<file path="config.mk">
export PLATFORM = sky130hd
export DESIGN_NAME = bis_mac
export DESIGN_NICKNAME = d
export VERILOG_FILES = /design/src/rtl/bis_pkg.sv /design/src/rtl/bis_mac.sv
export SDC_FILE = /design/constraint.sdc
export NUM_CORES = 1
export LEC_CHECK = 0
export BUFFER_PORTS_ARGS = -buffer_cell sky130_fd_sc_hd__buf_2
export CAP_MARGIN = 15
export CORE_ASPECT_RATIO = 0.7
export CORE_MARGIN = 3
export CORE_UTILIZATION = 64
export DETAILED_ROUTE_END_ITERATION = 10
export MAX_ROUTING_LAYER = met4
export PLACE_DENSITY = 0.83
export SYNTH_ARGS = -nofsm -noshare
export SYNTH_HDL_FRONTEND = slang
export SYNTH_SLANG_ARGS = --single-unit
</file>
<file path="constraint.sdc">
create_clock -name clk_i -period 6.5 [get_ports clk_i]
set_input_delay 0.325 -clock clk_i [delete_from_list [all_inputs] [get_ports clk_i]]
set_output_delay 0.325 -clock clk_i [all_outputs]
set_load 0.05 [all_outputs]
</file>
<file path="src/rtl/bis_pkg.sv">
// ----------------------------------------------------------------------------
// bis_pkg: shared types and constants of the bilinear image sampler
// field widths, codes, default parameters and the control bundle of the
// shared multiply-accumulate unit
// ----------------------------------------------------------------------------
package bis_pkg;

  // fixed field widths
  localparam int COL_BITS   = 8;
  localparam int PIX_IN_BITS = 16;
  localparam int COORD_BITS = 16;
  localparam int VALUE_BITS = 16;
  localparam int CFG_BITS   = 9;

  // default module parameters
  localparam int DEF_MAX_WIDTH  = 256;
  localparam int DEF_MAX_HEIGHT = 256;
  localparam int DEF_PIXEL_BITS = 16;
  localparam int DEF_FRAC_BITS  = 8;

  // dimension registers after reset
  localparam logic [CFG_BITS-1:0] DIM_RESET = 9'd256;

  typedef enum logic {
    MODE_WRITE  = 1'b0,
    MODE_SAMPLE = 1'b1
  } mode_e;

  typedef enum logic [0:0] {
    REG_IMAGE_WIDTH  = 1'b0,
    REG_IMAGE_HEIGHT = 1'b1
  } cfg_reg_e;

  // control of the shared multiply-accumulate unit
  typedef struct packed {
    logic mul_en;   // load product register
    logic acc_en;   // update accumulator
    logic acc_clr;  // accumulator starts from the product alone
  } mac_ctrl_t;

  function automatic int bis_max(input int a, input int b);
    return (a > b) ? a : b;
  endfunction

endpackage

</file>
<file path="src/rtl/bis_mac.sv">
// ----------------------------------------------------------------------------
// bis_mac: shared multiply-accumulate unit
// signed by unsigned product into a register, accumulated from that register later
// ----------------------------------------------------------------------------
module bis_mac #(
  parameter int A_W   = 18,
  parameter int B_W   = 17,
  parameter int ACC_W = 33,
  parameter int PROD_W = A_W + B_W + 1
) (
  input  logic                     clk_i,
  input  bis_pkg::mac_ctrl_t       ctrl_i,
  input  logic signed [A_W-1:0]    a_i,
  input  logic [B_W-1:0]           b_i,
  output logic signed [PROD_W-1:0] prod_o,
  output logic signed [ACC_W-1:0]  acc_o
);

  logic signed [PROD_W-1:0] prod_q;
  logic signed [ACC_W-1:0]  acc_q;
  logic signed [B_W:0]      b_ext;

  assign b_ext = $signed({1'b0, b_i});

  always_ff @(posedge clk_i) begin
    if (ctrl_i.mul_en) begin
      prod_q <= a_i * b_ext;
    end
    if (ctrl_i.acc_en) begin
      acc_q <= (ctrl_i.acc_clr ? '0 : acc_q) + ACC_W'(prod_q);
    end
  end

  assign prod_o = prod_q;
  assign acc_o  = acc_q;

endmodule

</file>
==> run_results.csv, run 1 <==
group,metric,value,unit
final_layout,post_synthesis_to_final_layout_area_growth,7.87,%
sta,setup_failing_eps_final,0,
job,max_cap_violations,0,
drt,residual_drc_count,0,
worst_setup_path,crit_path_max_fanout,9,
worst_setup_path,critical_path.n_buffers_inverters,5,
global_route,global_route.usage.total,0.307,
sta,tightestPinTransition,0.864,ns
clock_tree,tritoncts,"done",
final_layout,layout.nets,2178,
floorplanning,fp-row-count,46,
global_route,vias_in_the_first_global_route,12500,
hold_path,timing.hold.worst.class,"in2reg",
logic_synthesis,synth_enable_flop_cells,69,
logic_synthesis,netlist_area,15400,um^2
drt,initialDrtViolationCount,907,
worst_setup_path,worst_ep_arrival_time,6.28,ns
worst_setup_path,regToRegStartpoint,"acc_o[15]$_DFFE_PP_",
global_route,grt_overflow_total,0,
hold_path,worstHoldPathCells,2,
sta,clock_period_minus_worst_slack,6.20,ns
floorplanning,initial_utilization,0.665,
final_layout,layout-drive-gt1-share,0.0906,
hold_path,hold_start,"a_i[0]",
clock_tree,clock_latency,0.34,ns
floorplanning,core_area,23100,um^2
worst_setup_path,cp_cell_sequence,"buf_2 -> and2_1 -> fa_1 -> inv_1 -> fa_1 -> fa_1 -> fa_1 -> inv_1 -> fa_1 -> inv_1 -> fa_1 -> inv_1 -> ha_1 -> a21o_1 -> a221o_1 -> o21ai_2 -> o31ai_4 -> a2111oi_2 -> or2_1 -> o21ai_2 -> xor2_1",
logic_synthesis,syn_avg_cell_area,9.53,um^2
global_route,largest_net_degree_at_the_start_of_global_routing,37,
worst_setup_path,critical_path_end_type,"register",
floorplanning,die_area,26000,um^2
final_layout,layout_common_cells,"inv_1 (393), fa_1 (312), nand2_1 (185)",
clock_tree,clock-root-buffer,"clkbuf_16",
drt,num_vias,11300,
sta,grt_setup_unrepaired,"false",
logic_synthesis,synthCells,1614,
worst_setup_path,slowest_stage,"fa_1",
worst_setup_path,worst-r2r-setup-slack,3.34,ns
worst_setup_path,crit_path_max_incr_delay,0.58,ns
placed_design,dp_hpwl,29800,um
worst_setup_path,ws_path_type,"in2reg",
worst_setup_path,critPathTopFamily,"adder cells",
sta,slew_viol_final,0,
outcome,run_status,"finished, final reports clean",
drt,routed_wire_length_per_instance,18.0,um
logic_synthesis,yosysWarnings,0,
placed_design,place.port_buffers,107,
sta,finalHoldViolations,0,
drt,finalWirelength,36400,um
drt,drtPass1Iterations,5,
drt,ant_nets,0,
clock_tree,cts_inserted_buffers,9,
drt,viasPerCell,5.60,
worst_setup_path,required,6.58,ns
logic_synthesis,synth_fp_nets,2087,
floorplanning,dieWidth,191,um
worst_setup_path,worst_r2r_endpoint,"acc_o[26]$_DFFE_PP_",
final_layout,layout_commonest_cell,"inv_1",
clock_tree,clkSinkCount,69,
logic_synthesis,async_flop_share,0,
clock_tree,clk_transition_reported_paths,0.06,ns
worst_setup_path,timing.critical_path.mode_cell,"fa_1",
sta,worst_setup_skew_after_layout,0.0105,ns
global_route,antenna_violations_before_repair,1,
clock_tree,cts_max_level,3,
placed_design,gp_congestion,0.924,
floorplanning,io_pins,108,
logic_synthesis,ys_types,50,
clock_tree,cts-resized-gates,0,
clock_tree,clk_path_buf_depth,2,
logic_synthesis,ff_latch_count_synth,69,
clock_tree,post_cts_buffers,0,
clock_tree,cts_hold_buffers,0,
logic_synthesis,synth_flop_cell,"edfxtp_1",
hold_path,worstHoldEndpoint,"prod_o[0]$_DFFE_PP_",
sta,fin_tns_setup,0,ns
worst_setup_path,r2r.worst_path.cells,10,
logic_synthesis,seq_area_frac_synth,0.135,
worst_setup_path,critPathLaunchType,"input port",
floorplanning,die_height,136,um
sta,achievable-frequency,0.161,GHz
sta,post-route-period-util,0.954,
sta,max-slew-margin-rel,0.424,
global_route,grt_first_pass_wirelength,60700,um
## per-stage QoR
step	hold WS [ns]	instance area (um^2)	instances	utilization	setup slack, ns
floorplan	0.437	15400	1614	-	0.561
global placement	0.605	16300	2006	0.704	0.200
detailed placement	0.609	16300	2006	0.704	0.0244
CTS	0.575	16600	2022	0.717	0.377
global route	0.587	16600	2023	0.717	0.0547
finish	0.588	16600	2023	0.717	0.298
## per-layer routing
layer | wire (um) | part of all wire | global-route usage
met2 | 17900 | 0.49 | 0.507
met4 | 1120 | 0.031 | 0.0957
met3 | 2790 | 0.077 | 0.0491
met1 | 14600 | 0.40 | 0.395
met5 | 0 | 0 | -
## worst max-delay path by stage
stage                       from                    to  slack [ns]  cells past startpoint
after global routing      b_i[3]  prod_o[34]$_DFFE_PP_        0.05                     23
after CTS                 b_i[3]  prod_o[34]$_DFFE_PP_        0.38                     21
after detailed placement  b_i[3]  prod_o[34]$_DFFE_PP_        0.02                     21
after global placement    b_i[3]  prod_o[32]$_DFFE_PP_        0.20                     21
final                     b_i[3]  prod_o[34]$_DFFE_PP_        0.30                     21
after floorplan           b_i[9]  prod_o[34]$_DFFE_PP_        0.56                     21
## logic make-up after synthesis
kind of cell               share of synthesized area
xor gates and xnor gates                      0.0347
DFF                                            0.135
buffers and inverters                          0.108
and+or+nand+nor                                0.141
AOI/OAI and AO/OA                             0.0761
adders and majority gates                      0.505
## cell type report
cell class / instances / area, um^2
inverter: 393 / 1480
timing repair buffer: 128 / 693
multi-input combinational: 1104 / 11600
antenna: 1 / 2.50
fill: 1682 / 6550
sequential: 69 / 2070
tap: 312 / 390
clock buffer: 9 / 225
clock inverter: 7 / 80.1
## flip-flops by register name, summed over array words and instances, names as in the netlist
signal	cells
acc_o	33
prod_o	36
## cells in the mapped netlist, types with 2 or more instances
| library cell | count | share of area |
|---|---|---|
| inv_1 | 393 | 0.096 |
| fa_1 | 312 | 0.41 |
| nand2_1 | 185 | 0.045 |
| and2_1 | 147 | 0.060 |
| ha_1 | 122 | 0.099 |
| edfxtp_1 | 69 | 0.13 |
| a21oi_1 | 54 | 0.018 |
| clkbuf_1 | 47 | 0.011 |
| xnor2_1 | 46 | 0.026 |
| nor2b_1 | 37 | 0.015 |
| a21o_1 | 35 | 0.017 |
| nor2_1 | 29 | 0.0071 |
| o21ai_0 | 20 | 0.0065 |
| xor2_1 | 15 | 0.0085 |
| o21a_1 | 9 | 0.0044 |
| o21bai_1 | 9 | 0.0044 |
| a31oi_1 | 8 | 0.0033 |
| nand3_1 | 8 | 0.0026 |
| nand4_1 | 7 | 0.0028 |
| o211ai_1 | 6 | 0.0029 |
| nand2b_1 | 5 | 0.0020 |
| a21boi_0 | 4 | 0.0020 |
| nor3_1 | 4 | 0.0013 |
| o21ai_1 | 4 | 0.0013 |
| a21oi_2 | 3 | 0.0017 |
| o31a_1 | 3 | 0.0017 |
| o31ai_1 | 3 | 0.0015 |
| a211oi_1 | 2 | 0.00098 |
| a221o_1 | 2 | 0.0013 |
| and3_1 | 2 | 0.00081 |
| o21ai_2 | 2 | 0.0011 |
| or2_1 | 2 | 0.00081 |
| or2_2 | 2 | 0.00081 |
| or3b_1 | 2 | 0.0011 |
Power of run 1 is left out: the tool's default activity adds up to more than one toggle a clock period on the data nets, which glitch-free logic cannot reach.
==> inputs of run 2 (changes only) <==
--- a/config.mk
+++ b/config.mk
@@ -9,10 +9,10 @@
 export CAP_MARGIN = 15
 export CORE_ASPECT_RATIO = 0.7
 export CORE_MARGIN = 3
-export CORE_UTILIZATION = 64
+export CORE_UTILIZATION = 56
 export DETAILED_ROUTE_END_ITERATION = 10
 export MAX_ROUTING_LAYER = met4
-export PLACE_DENSITY = 0.83
+export PLACE_DENSITY = 0.74
 export SYNTH_ARGS = -nofsm -noshare
 export SYNTH_HDL_FRONTEND = slang
 export SYNTH_SLANG_ARGS = --single-unit
==> run 2 against run 1 <==
Effect of this change:
- flip-flop and latch count unchanged
- setup slack better by 0.16 ns
- critical path depth unchanged
==> run_results.csv, run 2 (synthesized netlist as in run 1, its figures left out) <==
group,metric,value,unit
sta,clock_period_minus_worst_slack,6.04,ns
placed_design,placedInstanceArea,16400,um^2
clock_tree,clock-root-buffer,"clkbuf_16",
drt,num_vias,11000,
drt,drtPass1Iterations,6,
sta,hold_slack,0.572,ns
floorplanning,core_area,26900,um^2
sta,fin_tns_setup,0,ns
drt,routed_wire_length_per_instance,16.9,um
final_layout,layout_commonest_cell,"inv_1",
placed_design,dp_hpwl,29400,um
job,max_cap_violations,0,
worst_setup_path,required,6.58,ns
worst_setup_path,critPathLaunchType,"input port",
clock_tree,clock_latency,0.34,ns
final_layout,post_synthesis_to_final_layout_area_growth,8.48,%
worst_setup_path,crit_path_max_fanout,12,
worst_setup_path,regToRegStartpoint,"acc_o[14]$_DFFE_PP_",
clock_tree,clk_path_buf_depth,2,
global_route,vias_in_the_first_global_route,11900,
global_route,use_met2,0.441,
clock_tree,cts_hold_buffers,0,
final_layout,diodes,0,
global_route,antenna_violations_before_repair,0,
clock_tree,tritoncts,"done",
outcome,run_status,"finished, final reports clean",
sta,setup_failing_eps_final,0,
floorplanning,fp-row-count,50,
drt,ant_nets,0,
sta,tightestPinTransition,0.836,ns
placed_design,place.port_buffers,107,
final_layout,finished_layout_cells,2076,
global_route,gr-usage-met1,0.344,
global_route,grt_overflow_total,0,
drt,viasPerCell,5.30,
clock_tree,cts_inserted_buffers,9,
floorplanning,die_area,29500,um^2
sta,grt_setup_unrepaired,"false",
final_layout,post-route-cell-area,16700,um^2
clock_tree,post_cts_buffers,0,
placed_design,gp_congestion,0.913,
sta,slew_viol_final,0,
clock_tree,cts_max_level,3,
sta,post-route-period-util,0.929,
final_layout,layout-drive-gt1-share,0.0940,
sta,max-slew-margin-rel,0.443,
global_route,global_route.usage.total,0.261,
hold_path,timing.hold.worst.class,"in2reg",
floorplanning,initial_utilization,0.572,
drt,residual_drc_count,0,
floorplanning,die_height,145,um
worst_setup_path,cp-startpoint,"b_i[3]",
worst_setup_path,ws_path_type,"in2reg",
sta,finalHoldViolations,0,
final_layout,flip_flop_count_of_the_largest_register_all_copies_and_words_added,36,
global_route,largest_net_degree_at_the_start_of_global_routing,37,
drt,finalWirelength,35200,um
placed_design,post-place-cells,2061,
clock_tree,clk_transition_reported_paths,0.06,ns
global_route,busiest_layer,"met2",
final_layout,layout.nets,2181,
clock_tree,clkSinkCount,69,
hold_path,hold_start,"a_i[0]",
final_layout,layout_common_cells,"inv_1 (393), fa_1 (312), nand2_1 (185)",
worst_setup_path,worst_ep_arrival_time,6.12,ns
global_route,grt_first_pass_wirelength,59000,um
sta,worst_setup_skew_after_layout,0.00992,ns
sta,achievable-frequency,0.166,GHz
floorplanning,io_pins,108,
drt,initialDrtViolationCount,743,
floorplanning,dieWidth,204,um
clock_tree,cts-resized-gates,0,
global_route,grtUsageMet3,0.0324,
worst_setup_path,critical_path_end_type,"register",
run 2: cell count changes in the layout (fill, tap and decap cells not counted), sizes merged:
cell	previous run	this run
buf	128	131
clkinvlp	0	2
clkinv	5	2
diode	1	0
run 2: worst max-delay path, cell delays in order:
cell       delay (ns)
buf_2            0.20
and2_1           0.22
fa_1             0.53
inv_1            0.05
fa_1             0.56
fa_1             0.46
fa_1             0.55
inv_1            0.05
fa_1             0.51
inv_1            0.06
fa_1             0.47
inv_1            0.04
ha_1             0.36
a21o_1           0.23
a221o_1          0.33
o21ai_2          0.25
o31ai_4          0.14
a2111oi_2        0.37
or2_1            0.19
o21ai_2          0.06
xor2_1           0.14
run 2: layer usage:
metal | wire length, um | share of wire | up-vias
li1 | - | - | 5063
met1 | 15400 | 0.44 | 5575
met2 | 17300 | 0.49 | 290
met3 | 1670 | 0.048 | 70
met4 | 799 | 0.023 | 0
met5 | 0 | 0 | -
run 2: area by class of cell:
| class | instances | area [um^2] |
|---|---|---|
| inverter | 393 | 1480 |
| sequential | 69 | 2070 |
| timing repair buffer | 131 | 716 |
| clock buffer | 9 | 225 |
| multi-input combinational | 1104 | 11600 |
| fill | 2293 | 10200 |
| clock inverter | 6 | 88.8 |
| tap | 364 | 455 |
run 2: worst paths after layout:
check                          to  slack [ns]  cells after the start
max          prod_o[34]$_DFFE_PP_        0.46                     21
max reg2reg   acc_o[30]$_DFFE_PP_        3.40                     11
min           prod_o[0]$_DFFE_PP_        0.57                      2
min reg2reg    acc_o[0]$_DFFE_PP_        0.62                      1
run 2: stage by stage:
| step | worst slack [ns] | util |
|---|---|---|
| 3_5_place_dp | 0.114 | 0.608 |
| 3_3_place_gp | 0.204 | 0.608 |
| 4_1_cts | 0.465 | 0.620 |
| 5_1_grt | 0.0914 | 0.620 |
| 6_report | 0.460 | 0.620 |
| 2_1_floorplan | 0.561 | - |
Power of run 2 is left out for the same reason.
